[src/hdl/eight_bit_cpu_execute_unit_macros.svh]
// Assertion macros for the execute unit.
`ifndef EIGHT_BIT_CPU_EXECUTE_UNIT_MACROS_SVH
`define EIGHT_BIT_CPU_EXECUTE_UNIT_MACROS_SVH
`ifndef SYNTH
`define ECU_ASSERT_IMPLIES(lbl, clk, rstn, ante, cons) \
    lbl: assert property (@(posedge clk) disable iff (!rstn) (ante) |-> (cons)) \
        else $error("ecu assertion failed");
`define ECU_ASSERT_NEXT(lbl, clk, rstn, ante, cons) \
    lbl: assert property (@(posedge clk) disable iff (!rstn) (ante) |=> (cons)) \
        else $error("ecu assertion failed");
`else
`define ECU_ASSERT_IMPLIES(lbl, clk, rstn, ante, cons)
`define ECU_ASSERT_NEXT(lbl, clk, rstn, ante, cons)
`endif
`endif

[src/hdl/ecu_pkg.sv]
// Shared types and constants of the execute unit.
package ecu_pkg;

    localparam int IDX_W       = 6;
    localparam int IDX_N       = 1 << IDX_W;
    localparam int DATA_W      = 8;
    localparam int PC_W        = 16;
    localparam int FLAG_W      = 5;
    localparam int QUEUE_DEPTH = 2;

    localparam int FLAG_Z = 0;
    localparam int FLAG_S = 1;
    localparam int FLAG_N = 2;
    localparam int FLAG_V = 3;
    localparam int FLAG_C = 4;

    typedef enum logic [3:0] {
        OP_ADD  = 4'd0,
        OP_SUB  = 4'd1,
        OP_MUL  = 4'd2,
        OP_MOVI = 4'd3,
        OP_BEQZ = 4'd4,
        OP_ANDI = 4'd5,
        OP_EOR  = 4'd6,
        OP_BR   = 4'd7,
        OP_SAL  = 4'd8,
        OP_SAR  = 4'd9,
        OP_LDR  = 4'd10,
        OP_STR  = 4'd11
    } t_op;

    typedef struct packed {
        t_op              op;
        logic             reg_wr;
        logic [IDX_W-1:0] ra;
        logic [IDX_W-1:0] rb;
        logic [IDX_W-1:0] imm;
        logic [PC_W-1:0]  pc;
    } t_dec;

endpackage

[src/hdl/ecu_front.sv]
// Front end: accepts instructions, wraps register indexes and classifies the opcode.
module ecu_front import ecu_pkg::*; #(
    parameter int REG_COUNT = 64
) (
    input  logic        i_in_valid,
    output logic        o_in_ready,
    input  logic [15:0] i_instruction_word,
    input  logic [15:0] i_instr_pc,
    input  logic        i_q_full,
    output logic        o_push,
    output t_dec        o_dec
);

    localparam int OP_LSB = 12;
    localparam int RA_LSB = 6;

    logic [IDX_W-1:0] w_wrap [IDX_N];
    t_op              w_op;

    for (genvar gi = 0; gi < IDX_N; gi++) begin : g_wrap
        assign w_wrap[gi] = IDX_W'(gi % REG_COUNT);
    end

    assign w_op       = t_op'(i_instruction_word[OP_LSB +: 4]);
    assign o_in_ready = !i_q_full;
    assign o_push     = i_in_valid && !i_q_full;

    always_comb begin
        o_dec.op  = w_op;
        o_dec.ra  = w_wrap[i_instruction_word[RA_LSB +: IDX_W]];
        o_dec.rb  = w_wrap[i_instruction_word[IDX_W-1:0]];
        o_dec.imm = i_instruction_word[IDX_W-1:0];
        o_dec.pc  = i_instr_pc;
        case (w_op) inside
            OP_ADD, OP_SUB, OP_MUL, OP_MOVI, OP_ANDI, OP_EOR,
            OP_SAL, OP_SAR, OP_LDR: o_dec.reg_wr = 1'b1;
            default:                o_dec.reg_wr = 1'b0;
        endcase
    end

endmodule

[src/hdl/ecu_fifo.sv]
// Two-entry queue of decoded instructions between front and back end.
module ecu_fifo import ecu_pkg::*; (
    input  logic i_clk,
    input  logic i_rst_n,
    input  logic i_push,
    input  t_dec i_data,
    output logic o_full,
    output logic o_valid,
    input  logic i_pop,
    output t_dec o_data
);

    localparam int PW = (QUEUE_DEPTH > 1) ? $clog2(QUEUE_DEPTH) : 1;
    localparam int CW = $clog2(QUEUE_DEPTH + 1);

    t_dec          r_mem [QUEUE_DEPTH];
    logic [PW-1:0] r_wp, n_wp;
    logic [PW-1:0] r_rp, n_rp;
    logic [CW-1:0] r_cnt, n_cnt;

    assign o_full  = (r_cnt == CW'(QUEUE_DEPTH));
    assign o_valid = (r_cnt != '0);
    assign o_data  = r_mem[r_rp];

    always_comb begin
        n_wp  = r_wp;
        n_rp  = r_rp;
        n_cnt = r_cnt;
        if (i_push) begin
            n_wp = (r_wp == PW'(QUEUE_DEPTH - 1)) ? '0 : r_wp + 1'b1;
        end
        if (i_pop) begin
            n_rp = (r_rp == PW'(QUEUE_DEPTH - 1)) ? '0 : r_rp + 1'b1;
        end
        if (i_push && !i_pop) begin
            n_cnt = r_cnt + 1'b1;
        end else if (!i_push && i_pop) begin
            n_cnt = r_cnt - 1'b1;
        end
    end

    always_ff @(posedge i_clk) begin
        if (!i_rst_n) begin
            r_wp  <= '0;
            r_rp  <= '0;
            r_cnt <= '0;
        end else begin
            r_wp  <= n_wp;
            r_rp  <= n_rp;
            r_cnt <= n_cnt;
        end
    end

    always_ff @(posedge i_clk) begin
        if (i_push) begin
            r_mem[r_wp] <= i_data;
        end
    end

endmodule

[src/hdl/ecu_back.sv]
// Back end: register file and data store reads, execute, write-back and result register.
module ecu_back import ecu_pkg::*; #(
    parameter int REG_COUNT = 64
) (
    input  logic                     i_clk,
    input  logic                     i_rst_n,
    input  logic                     i_q_valid,
    output logic                     o_q_pop,
    input  t_dec                     i_dec,
    output logic                     o_out_valid,
    input  logic                     i_out_ready,
    output logic                     o_redirect,
    output logic [PC_W-1:0]          o_branch_target,
    output logic                     o_reg_write,
    output logic [IDX_W-1:0]         o_reg_index,
    output logic signed [DATA_W-1:0] o_reg_value,
    output logic [FLAG_W-1:0]        o_flags
);

    localparam int RW      = (REG_COUNT > 1) ? $clog2(REG_COUNT) : 1;
    localparam int SHIFT_W = 3;

    // the store is only ever addressed by the 6-bit immediate, so 64 entries are reachable
    logic [DATA_W-1:0]    r_rf [REG_COUNT];
    logic [REG_COUNT-1:0] r_rf_vld;
    logic [DATA_W-1:0]    r_ds [IDX_N];
    logic [IDX_N-1:0]     r_ds_vld;

    logic              r_x_vld;
    t_dec              r_x;
    logic [DATA_W-1:0] r_a_raw, r_b_raw, r_m_raw;
    logic              r_a_ok, r_b_ok, r_m_ok;

    logic              r_fw_en;
    logic [RW-1:0]     r_fw_idx;
    logic [DATA_W-1:0] r_fw_val;
    logic              r_sfw_en;
    logic [IDX_W-1:0]  r_sfw_idx;
    logic [DATA_W-1:0] r_sfw_val;

    logic [FLAG_W-1:0] r_flags;

    logic              r_o_vld;
    logic              r_o_br;
    logic [PC_W-1:0]   r_o_tgt;
    logic              r_o_wr;
    logic [IDX_W-1:0]  r_o_idx;
    logic [DATA_W-1:0] r_o_val;
    logic [FLAG_W-1:0] r_o_flags;

    logic              w_commit, w_adv;
    logic [DATA_W-1:0] w_a, w_b, w_m, w_imm_s, w_res;
    logic [DATA_W:0]   w_sum;
    logic [2*DATA_W-1:0] w_prod;
    logic [SHIFT_W-1:0] w_sh;
    logic              w_big;
    logic              w_br;
    logic [PC_W-1:0]   w_tgt;
    logic [FLAG_W-1:0] w_flags;

    function automatic logic [FLAG_W-1:0] zn_of(input logic [DATA_W-1:0] v);
        logic [FLAG_W-1:0] f;
        f         = '0;
        f[FLAG_Z] = (v == '0);
        f[FLAG_N] = v[DATA_W-1];
        return f;
    endfunction

    assign w_commit = r_x_vld && (!r_o_vld || i_out_ready);
    assign w_adv    = !r_x_vld || w_commit;
    assign o_q_pop  = i_q_valid && w_adv;

    assign w_a = (r_fw_en && r_fw_idx == r_x.ra[RW-1:0]) ? r_fw_val :
                 (r_a_ok ? r_a_raw : '0);
    assign w_b = (r_fw_en && r_fw_idx == r_x.rb[RW-1:0]) ? r_fw_val :
                 (r_b_ok ? r_b_raw : '0);
    assign w_m = (r_sfw_en && r_sfw_idx == r_x.imm) ? r_sfw_val :
                 (r_m_ok ? r_m_raw : '0);

    assign w_imm_s = {{(DATA_W - IDX_W){r_x.imm[IDX_W-1]}}, r_x.imm};
    assign w_sh    = r_x.imm[SHIFT_W-1:0];
    assign w_big   = (r_x.imm[IDX_W-1:SHIFT_W] != '0);
    assign w_prod  = (2*DATA_W)'(w_a) * (2*DATA_W)'(w_b);

    always_comb begin
        w_res   = '0;
        w_br    = 1'b0;
        w_tgt   = '0;
        w_flags = r_flags;
        w_sum   = '0;
        case (r_x.op)
            OP_ADD: begin
                w_sum           = {1'b0, w_a} + {1'b0, w_b};
                w_res           = w_sum[DATA_W-1:0];
                w_flags         = zn_of(w_res);
                w_flags[FLAG_C] = w_sum[DATA_W];
                w_flags[FLAG_V] = ~(w_a[DATA_W-1] ^ w_b[DATA_W-1])
                                & (w_a[DATA_W-1] ^ w_res[DATA_W-1]);
            end
            OP_SUB: begin
                w_res           = w_a - w_b;
                w_flags         = zn_of(w_res);
                w_flags[FLAG_V] = (w_a[DATA_W-1] ^ w_b[DATA_W-1])
                                & ~(w_res[DATA_W-1] ^ w_b[DATA_W-1]);
            end
            OP_MUL: begin
                w_res   = w_prod[DATA_W-1:0];
                w_flags = zn_of(w_res);
            end
            OP_MOVI: begin
                w_res = w_imm_s;
            end
            OP_BEQZ: begin
                if (w_a == '0) begin
                    w_br  = 1'b1;
                    w_tgt = r_x.pc + PC_W'(1) + PC_W'(r_x.imm);
                end
            end
            OP_ANDI: begin
                w_res   = w_a & w_imm_s;
                w_flags = zn_of(w_res);
            end
            OP_EOR: begin
                w_res   = w_a ^ w_b;
                w_flags = zn_of(w_res);
            end
            OP_BR: begin
                w_br  = 1'b1;
                w_tgt = {2'b00, w_a, {IDX_W{1'b0}}} | {{(PC_W - DATA_W){1'b0}}, w_b};
            end
            OP_SAL: begin
                w_res   = w_big ? '0 : (w_a << w_sh);
                w_flags = zn_of(w_res);
            end
            OP_SAR: begin
                w_res   = w_big ? {DATA_W{w_a[DATA_W-1]}}
                                : DATA_W'($signed(w_a) >>> w_sh);
                w_flags = zn_of(w_res);
            end
            OP_LDR: begin
                w_res = w_m;
            end
            OP_STR: begin
                w_res = '0;
            end
            default: begin
                w_res = '0;
            end
        endcase
        w_flags[FLAG_S] = w_flags[FLAG_S] | (w_flags[FLAG_N] ^ w_flags[FLAG_V]);
    end

    always_ff @(posedge i_clk) begin
        if (o_q_pop) begin
            r_a_raw <= r_rf[i_dec.ra[RW-1:0]];
            r_b_raw <= r_rf[i_dec.rb[RW-1:0]];
            r_m_raw <= r_ds[i_dec.imm];
        end
        if (w_commit && r_x.reg_wr) begin
            r_rf[r_x.ra[RW-1:0]] <= w_res;
        end
        if (w_commit && r_x.op == OP_STR) begin
            r_ds[r_x.imm] <= w_a;
        end
    end

    always_ff @(posedge i_clk) begin
        if (o_q_pop) begin
            r_x    <= i_dec;
            r_a_ok <= r_rf_vld[i_dec.ra[RW-1:0]];
            r_b_ok <= r_rf_vld[i_dec.rb[RW-1:0]];
            r_m_ok <= r_ds_vld[i_dec.imm];
        end
        if (w_commit && r_x.reg_wr) begin
            r_fw_idx <= r_x.ra[RW-1:0];
            r_fw_val <= w_res;
        end
        if (w_commit && r_x.op == OP_STR) begin
            r_sfw_idx <= r_x.imm;
            r_sfw_val <= w_a;
        end
        if (w_commit) begin
            r_o_br    <= w_br;
            r_o_tgt   <= w_tgt;
            r_o_wr    <= r_x.reg_wr;
            r_o_idx   <= r_x.reg_wr ? r_x.ra : '0;
            r_o_val   <= r_x.reg_wr ? w_res : '0;
            r_o_flags <= w_flags;
        end
    end

    always_ff @(posedge i_clk) begin
        if (!i_rst_n) begin
            r_x_vld  <= 1'b0;
            r_o_vld  <= 1'b0;
            r_rf_vld <= '0;
            r_ds_vld <= '0;
            r_fw_en  <= 1'b0;
            r_sfw_en <= 1'b0;
            r_flags  <= '0;
        end else begin
            if (w_adv) begin
                r_x_vld <= i_q_valid;
            end
            if (w_commit) begin
                r_o_vld <= 1'b1;
            end else if (i_out_ready) begin
                r_o_vld <= 1'b0;
            end
            if (w_commit) begin
                r_flags <= w_flags;
                if (r_x.reg_wr) begin
                    r_rf_vld[r_x.ra[RW-1:0]] <= 1'b1;
                    r_fw_en                  <= 1'b1;
                end
                if (r_x.op == OP_STR) begin
                    r_ds_vld[r_x.imm] <= 1'b1;
                    r_sfw_en          <= 1'b1;
                end
            end
        end
    end

    assign o_out_valid     = r_o_vld;
    assign o_redirect      = r_o_br;
    assign o_branch_target = r_o_tgt;
    assign o_reg_write     = r_o_wr;
    assign o_reg_index     = r_o_idx;
    assign o_reg_value     = $signed(r_o_val);
    assign o_flags         = r_o_flags;

endmodule

[src/hdl/eight_bit_cpu_execute_unit.sv]
// Top level of the 8-bit CPU execute unit: front end, queue and back end.
//
// channel | direction | handshake                  | payload
// input   | in        | i_in_valid / o_in_ready    | i_instruction_word, i_instr_pc
// output  | out       | o_out_valid / i_out_ready  | o_redirect .. o_flags
//
// One instruction per cycle sustained while i_out_ready does not stall the output.
// An input passes through the queue register, the registered register-file read and the result register.
// Write-back forwarding covers back-to-back register and store dependences.
// Synchronous reset clears the queue, pipeline, status and the valid bits of both stores.
// An output stall fills the result register, then the back end, then the two-entry queue.
`include "eight_bit_cpu_execute_unit_macros.svh"
module eight_bit_cpu_execute_unit import ecu_pkg::*; #(
    parameter int REG_COUNT = 64
) (
    input  logic                     i_clk,
    input  logic                     i_rst_n,
    input  logic                     i_in_valid,
    output logic                     o_in_ready,
    input  logic [15:0]              i_instruction_word,
    input  logic [15:0]              i_instr_pc,
    output logic                     o_out_valid,
    input  logic                     i_out_ready,
    output logic                     o_redirect,
    output logic [15:0]              o_branch_target,
    output logic                     o_reg_write,
    output logic [5:0]               o_reg_index,
    output logic signed [7:0]        o_reg_value,
    output logic [4:0]               o_flags
);

    logic w_push, w_full, w_q_valid, w_pop;
    t_dec w_dec_in, w_dec_out;

    ecu_front #(.REG_COUNT(REG_COUNT)) u_front (
        .i_in_valid         (i_in_valid),
        .o_in_ready         (o_in_ready),
        .i_instruction_word (i_instruction_word),
        .i_instr_pc         (i_instr_pc),
        .i_q_full           (w_full),
        .o_push             (w_push),
        .o_dec              (w_dec_in)
    );

    ecu_fifo u_fifo (
        .i_clk   (i_clk),
        .i_rst_n (i_rst_n),
        .i_push  (w_push),
        .i_data  (w_dec_in),
        .o_full  (w_full),
        .o_valid (w_q_valid),
        .i_pop   (w_pop),
        .o_data  (w_dec_out)
    );

    ecu_back #(.REG_COUNT(REG_COUNT)) u_back (
        .i_clk           (i_clk),
        .i_rst_n         (i_rst_n),
        .i_q_valid       (w_q_valid),
        .o_q_pop         (w_pop),
        .i_dec           (w_dec_out),
        .o_out_valid     (o_out_valid),
        .i_out_ready     (i_out_ready),
        .o_redirect      (o_redirect),
        .o_branch_target (o_branch_target),
        .o_reg_write     (o_reg_write),
        .o_reg_index     (o_reg_index),
        .o_reg_value     (o_reg_value),
        .o_flags         (o_flags)
    );

    `ECU_ASSERT_IMPLIES(a_pop_needs_entry, i_clk, i_rst_n, w_pop, w_q_valid)
    `ECU_ASSERT_IMPLIES(a_accept_pushes, i_clk, i_rst_n, i_in_valid && o_in_ready, w_push)
    `ECU_ASSERT_NEXT(a_push_fills, i_clk, i_rst_n, w_push && !w_pop, w_q_valid)

endmodule
[config.mk]
export PLATFORM = sky130hd
export DESIGN_NAME = eight_bit_cpu_execute_unit
export DESIGN_NICKNAME = d
export VERILOG_FILES = /design/src/hdl/ecu_pkg.sv /design/src/hdl/ecu_front.sv /design/src/hdl/ecu_fifo.sv /design/src/hdl/ecu_back.sv /design/src/hdl/eight_bit_cpu_execute_unit.sv
export VERILOG_INCLUDE_DIRS = /design/src /design/src/hdl
export SDC_FILE = /design/constraint.sdc
export NUM_CORES = 2
export LEC_CHECK = 0
export BUFFER_PORTS_ARGS = -buffer_cell sky130_fd_sc_hd__buf_2
export CORE_UTILIZATION = 40
export CTS_CLUSTER_SIZE = 14
export DETAILED_ROUTE_END_ITERATION = 10
export GPL_TIMING_DRIVEN = 0
export SLEW_MARGIN = 20
export SYNTH_ARGS = -nofsm -noshare
export SYNTH_HDL_FRONTEND = slang
export SYNTH_HIERARCHICAL = 1
export SYNTH_SLANG_ARGS = --single-unit
[constraint.sdc]
create_clock -name i_clk -period 13.95 [get_ports i_clk]
set_input_delay 1.395 -clock i_clk [delete_from_list [all_inputs] [get_ports i_clk]]
set_output_delay 1.395 -clock i_clk [all_outputs]
set_load 0.05 [all_outputs]
# Word level (Yosys, flattened, before mapping)
# Memories as Yosys holds them, arrays and structs flattened. A register that Yosys moved wholly into a read port is not among the register bits.
# Index checks and enable logic that the tools add are counted.
# word_totals
ram_bits	1102
out_inout_bits	39
mem_count	5
rom_bits	768
wordCells	172
register_bits	248
# memory_table
memory	depth	width	read_ports	rd_ports_with_merged_regs	wr	line_no	source
u_back.r_ds	64	8	1	1	1	ecu_back.sv:26	logic [DATA_W-1:0] r_ds [IDX_N];
u_back.r_rf	64	8	2	2	1	ecu_back.sv:24	logic [DATA_W-1:0] r_rf [REG_COUNT];
(name not given)	64	6	1	0	0	ecu_front.sv:30	o_dec.ra = w_wrap[i_instruction_word[RA_LSB +: IDX_W]];
(name not given)	64	6	1	0	0	ecu_front.sv:31	o_dec.rb = w_wrap[i_instruction_word[IDX_W-1:0]];
u_fifo.r_mem	2	39	1	1	1	ecu_fifo.sv:16	t_dec r_mem [QUEUE_DEPTH];
# classes
mux	43
bitwise	16
shift	2
n_reduce_logical	36
mul	1
eq_ne	23
n_addsub	8
magnitude_cmp	9
# ops
cell	n
$or A64 B64 Y64	2
$pmux W8 S9	1
$logic_not A8 Y1	8
$mux W8	8
$lt A6 B7 Y1 const B	5
$pmux W5 S7	1
$pmux W16 S2	1
$eq A4 B4 Y1 const B	7
$eq A4 B3 Y1 const B	6
$mux W6	4
$mux W1	19
$bmux W1 S6	3
$eq A6 B6 Y1	3
$add A16 B1 Y16 const B	1
$add A16 B6 Y16	1
$eq A4 B2 Y1 const B	4
$mux W16	1
$ge A7 B7 Y1 const B	2
$not A6 Y7	2
$or A14 B8 Y14	1
$demux W1 S6	2
$ge A6 B1 Y1 const B	2
$logic_and A1 B1 Y1	12
$add A8 B8 Y9	1
other kinds (24)	41

# Longest topological paths before layout
# depth
ltp_word	10
mapped_depth	26
mapped_depth_nobuf	23

# By module
# Netlist, hierarchy kept.
# modules_own_cells
module	cells_each	area_each_um2	seq_area_each_um2	n_inst
ecu_back	2976	57005.9	37425.9	1
ecu_fifo	143	3031.7	2442.3	1
ecu_front	43	317.8	0.0	1

# Least setup slack after synthesis
# No wires, ideal clock.
# synth_timing
path_type	input -> register
from	input port i_out_ready
to	register u_fifo.r_cnt[1]
arrival_time_ns	7.593
setup_slack_ns	6.287
stages	6
n_path_buf	0
setup_time_ns	0.070
required_time_ns	13.880
cell_sequence	nor2b_1 -> a21boi_0 -> inv_1 -> ha_1 -> or3_1 -> a21boi_1
# synth_between
elab_chain_len	7
elab_cells_between_ends	9
# synth_lines
item	line_no	source
start, declared	eight_bit_cpu_execute_unit.sv:23	input logic i_out_ready,
$logic_or A1 B1 Y1 *	ecu_back.sv:69	assign w_commit = r_x_vld && (!r_o_vld || i_out_ready);
$logic_and A1 B1 Y1 *	ecu_back.sv:69	
$logic_or A1 B1 Y1 *	ecu_back.sv:70	assign w_adv = !r_x_vld || w_commit;
$logic_and A1 B1 Y1 *	ecu_back.sv:71	assign o_q_pop = i_q_valid && w_adv;
net w_pop	eight_bit_cpu_execute_unit.sv:32	logic w_push, w_full, w_q_valid, w_pop;
$logic_not A1 Y1	ecu_fifo.sv:35	if (i_push && !i_pop) begin
$logic_and A1 B1 Y1	ecu_fifo.sv:35	
$mux W2 / $reduce_bool A2 Y1 (equally long branches)	-	
end signal, assigned	ecu_fifo.sv:50	r_cnt <= n_cnt;
end, declared	ecu_fifo.sv:19	logic [CW-1:0] r_cnt, n_cnt;
# Mark *: on every way through the listed nets, which the timed path passes. The rest lies on a longest branch.
# A chain may end at the register's enable or synchronous reset.

# Worst setup path after layout
# layout_timing
from	register u_back/r_x[32] (netlist name)
to	memory u_back.r_rf[24][7] (data pin)
# layout_between
elab_chain_len	6
elab_cells_between_ends	13
# layout_lines
item	line_no	source
start, declared	ecu_back.sv:30	t_dec r_x;
start signal, assigned	ecu_back.sv:169	r_x <= i_dec;
$eq A6 B6 Y1 *	ecu_back.sv:73	assign w_a = (r_fw_en && r_fw_idx == r_x.ra[RW-1:0]) ? r_fw_val :
$logic_and A1 B1 Y1 *	ecu_back.sv:73	
$mux W8 *	ecu_back.sv:73	
net u_back.w_a[3]	ecu_back.sv:52	logic [DATA_W-1:0] w_a, w_b, w_m, w_imm_s, w_res;
parallel branches: the longest is 2 deep, another holds $mul A8 B8 Y8	-	
$pmux W8 S9 *	ecu_back.sv:91	case (r_x.op)
net u_back.w_res[7]	ecu_back.sv:52	
end, declared	ecu_back.sv:24	
# Mark *: on every way through the listed nets, which the timed path passes.

==> results.sh <==
export IMPL_ys_seq_area_frac=0.661
export IMPL_final_antenna_net_count=0
export IMPL_r2r_slack_ns=6.53
export IMPL_min_path_type="reg2reg"
export IMPL_vias=32605
export IMPL_nNetsFinal=3480
export IMPL_r2r_cells=24
export IMPL_antenna_found_initial=6
export IMPL_hold_path_depth=0
export IMPL_rsz0062_at_grt="no"
export IMPL_io_buffers=46
export IMPL_slew_headroom=0.185
export IMPL_io_pins=75
export IMPL_yosys_warnings=6
export IMPL_grt_busiest_layer="met2"
export IMPL_multi_input_area_um2=19300
export IMPL_worst_ep_required_time_ns=14.41
export IMPL_power_density_nw_per_um2=209
export IMPL_cts_htree_levels=4
export IMPL_cp_arrival_ns=7.89
export IMPL_seqCellArea_um2=39900
export IMPL_timing_fmax_mhz=135
export IMPL_fillers=12627
export IMPL_end_kind="register"
export IMPL_peakVddDrop_mv=0.191
export IMPL_worstHoldEndpoint="u_back/r_fw_idx[0]"
export IMPL_final_min_clock_period_ns=7.42
export IMPL_drtIter0Drc=3857
export IMPL_seq_power_share=0.387
export IMPL_clkLatencyLatePin_ns=0.79
export IMPL_syn_area_per_cell_um2=19.1
export IMPL_setup_tns_ns=0
export IMPL_ctsLongestPathBuffers=3
export IMPL_core_area_um2=150000
export IMPL_met3_usage=0.0400
export IMPL_report_final_slew_viol_count=0
export IMPL_period_share=0.532
export IMPL_synth_flop_cell="edfxtp_1"
export IMPL_postCtsHoldBufs=0
export IMPL_cts_tree="built"
export IMPL_hold_viol=0
export IMPL_p_int_mw=9.41
export IMPL_dp_worst_setup_slack_ns=6.72
export IMPL_use_met1=0.293
export IMPL_min_from="u_back/r_x[28]"
export IMPL_use_met2=0.343
export IMPL_status="finished clean"
export IMPL_critPathMaxFanout=74
export IMPL_p_comb_frac=0.350
export IMPL_grt_pass1_wl_um=233000
export IMPL_fp_dieH_um=390
export IMPL_start_util=0.403
export IMPL_gp_congestion=0.941
export IMPL_via_per_inst=5.90
export IMPL_synth_seq_cells=1375
export IMPL_utilization=0.458
export IMPL_grt_pass1_vias=32724
export IMPL_r2r_end="u_back/r_rf[24][7]"
export IMPL_wire_per_inst_um=29.2
export IMPL_drive_gt1_frac=0.289
export IMPL_clockRootBuffer="clkbuf_16"
export IMPL_switching_share=0.343
export IMPL_start_kind="register"
export IMPL_fin_ws_ns=6.53
export IMPL_post_cts_buffers=0
export IMPL_clk_pin_slew_ns=0.06
export IMPL_netlist_instances=3162
export IMPL_grt_util_all_layers=0.214
export IMPL_hpwlAfterDp_um=112000
export IMPL_grt_overflow_total=0
export IMPL_skew_ns=0.0292
export IMPL_drt_wl_total_um=162000
export IMPL_leakagePower_nw=21.9
export IMPL_core_rowCount=142
export IMPL_p_sw_mw=4.92
export IMPL_async_flop_share=0
export IMPL_p_clk_frac=0.263
export IMPL_synth_cell_types=81
export IMPL_cap_viol_max_count=0
export IMPL_cts_buffers=144
export IMPL_insertedDiodeCount=0
export IMPL_worstReg2RegStart="u_back/r_x[32]"
export IMPL_grt_max_degree=76
export IMPL_worstMarginPinSlew_ns=1.21
export IMPL_dieArea_um2=152000
export IMPL_path_class="reg2reg"
export IMPL_p_total_mw=14.3
export IMPL_syn_cell_area_um2=60400
export IMPL_synth_edf_count=1233
export IMPL_setup_viol=0
export IMPL_cts_resized_gates=0
export IMPL_cts_sink_count=1375
export IMPL_syn_to_final_growth_pct=13.6
export IMPL_die_w_um=390
export IMPL_syn_nets=3251
export IMPL_dr_pass1_iters=6
export IMPL_drc_errors=0
area by class of cell:
type                    instances  area share
repair buffers                 83      0.0130
plain buffers                 234      0.0164
inverters                      60     0.00354
clock buffers                 188      0.0565
multi-input cells            1493       0.281
well taps                    2016      0.0368
clock inverters                78      0.0115
flip-flops and latches       1375       0.581
through the flow:
| stage | cells | hold WS (ns) | instance area [µm²] |
|---|---|---|---|
| after floorplan | 3162 | 0.421 | 60400 |
| after global routing | 5527 | 0.463 | 68600 |
| after detailed placement | 5259 | 0.428 | 63900 |
| final | 5527 | 0.447 | 68600 |
| after CTS | 5525 | 0.445 | 68500 |
| after global placement | 5224 | 0.425 | 63100 |
worst max-delay path: stages (launching register included):
cell and delay, ns:
edfxtp_1 0.63, xnor2_1 0.28, and4_4 0.24, buf_6 0.13, nand3_1 0.09, and2_1 0.14, clkbuf_2 0.23, inv_4 0.68
ha_1 0.31, inv_1 0.07, fa_1 0.51, inv_1 0.04, ha_1 0.26, inv_1 0.04, fa_1 0.45, fa_1 0.49
inv_1 0.04, ha_1 0.30, a21oi_1 0.09, xnor2_1 0.55, xor2_1 0.16, xnor3_1 0.47, nor2_1 0.07, or3_4 0.46
buf_16 0.22
routing by layer:
layer  up-vias  routed length, µm
li1      13538                  -
met1     17498              67200
met2      1321              78200
met3       244              11300
met4         4               4860
met5         -                 24
Yosys cell counts, types with 5 or more instances:
cell      instances  area (µm²)
edfxtp_1       1233       37000
mux4_2          573       12900
nor2_1          194         728
dfxtp_1         142        2840
o21a_1          134        1010
clkbuf_1        123         462
nand2_1          69         259
inv_1            54         203
buf_1            50         188
buf_4            47         353
mux2_2           40         450
nand3_1          39         195
o21ai_0          39         195
a21oi_1          38         190
and2_1           38         238
ha_1             38         475
xnor2_1          37         324
xor2_1           23         201
fa_1             15         300
nor2b_1          15        93.8
o22ai_1          15        93.8
a22oi_1          14         105
o211ai_1         14         105
nor3_1           12        60.1
or3_1            12        75.1
nand4_1          11        68.8
nand2b_1          9        56.3
a21o_1            8        60.1
nor4_1            8        50.1
and3_1            7        43.8
buf_2             7        35.0
buf_6             6        67.6
a31oi_1           5        31.3
inv_2             5        18.8
o21bai_1          5        37.5
o221ai_1          5        43.8
cell families after synthesis:
logic type | synth area share
and+or+nand+nor | 0.0337
AOI/OAI and AO/OA | 0.0384
adders and majority gates | 0.0129
DFF | 0.661
muxes | 0.222
buffers and inverters | 0.0222
xor gates and xnor gates | 0.0102
power by group through the flow:
| stage | Sequential [mW] | Combinational (mW) | Clock, mW |
|---|---|---|---|
| 2_1_floorplan | 5.74 | 2.80 | 0 |
| 3_3_place_gp | 5.80 | 4.61 | 0 |
| 3_5_place_dp | 5.63 | 4.98 | 0 |
| 4_1_cts | 5.54 | 4.99 | 3.85 |
| 5_1_grt | 5.56 | 5.26 | 4.00 |
| 6_report | 5.54 | 5.01 | 3.77 |
how the worst max path moves through the flow:
stage,from,endpoint,slack [ns],depth (start not counted)
floorplan,i_out_ready,u_fifo/r_cnt[1],6.29,6
global placement,u_back/r_x[33],u_back/r_rf[47][4],2.21,9
detailed placement,u_back/r_x[33],u_back/r_rf[57][7],6.72,24
CTS,u_back/r_x[33],u_back/r_rf[62][7],6.68,24
global route,u_back/r_x[33],u_back/o_flags[1],6.32,25
finish,u_back/r_x[32],u_back/r_rf[24][7],6.53,24
cell usage in the layout (no fill, tap or decap), drive strengths merged, types with 5 or more instances in the layout:
cell and n:
bufinv 9, dfxtp 142, nand2b 9, nand3 39, o21ai 43, o22ai 15
a21o 8, a21boi 5, o221ai 5, nor4 8, nand4 11, a22oi 14
nor2b 15, o21bai 5, nor2 194, and2 38, a31oi 5, o21a 134
inv 64, and3 7, buf 192, edfxtp 1233, mux4 573, clkbuf 313
fa 15, xor2 23, a21oi 38, nor3 13, nand2 69, mux2 40
xnor2 37, ha 38, o211ai 14, clkinv 61, or3 12
sequential cells by signal, summed over array words and instances, names as in the netlist, 2 cells and up, named ones only:
signal	count
u_back/r_sfw_val	8
u_back/r_a_raw	8
u_back/r_fw_idx	6
u_back/r_b_raw	8
u_back/r_m_raw	8
u_back/r_ds_vld	64
u_back/r_rf	512
u_back/r_x	39
u_fifo/r_cnt	2
u_back/r_rf_vld	64
u_back/r_ds	512
u_back/o_branch_target	16
u_back/o_reg_index	6
u_back/o_flags	5
u_back/r_flags	5
u_fifo/r_mem	78
u_back/o_reg_value	8
u_back/r_sfw_idx	6
u_back/r_fw_val	8
Power figures use the tool's default switching activity.
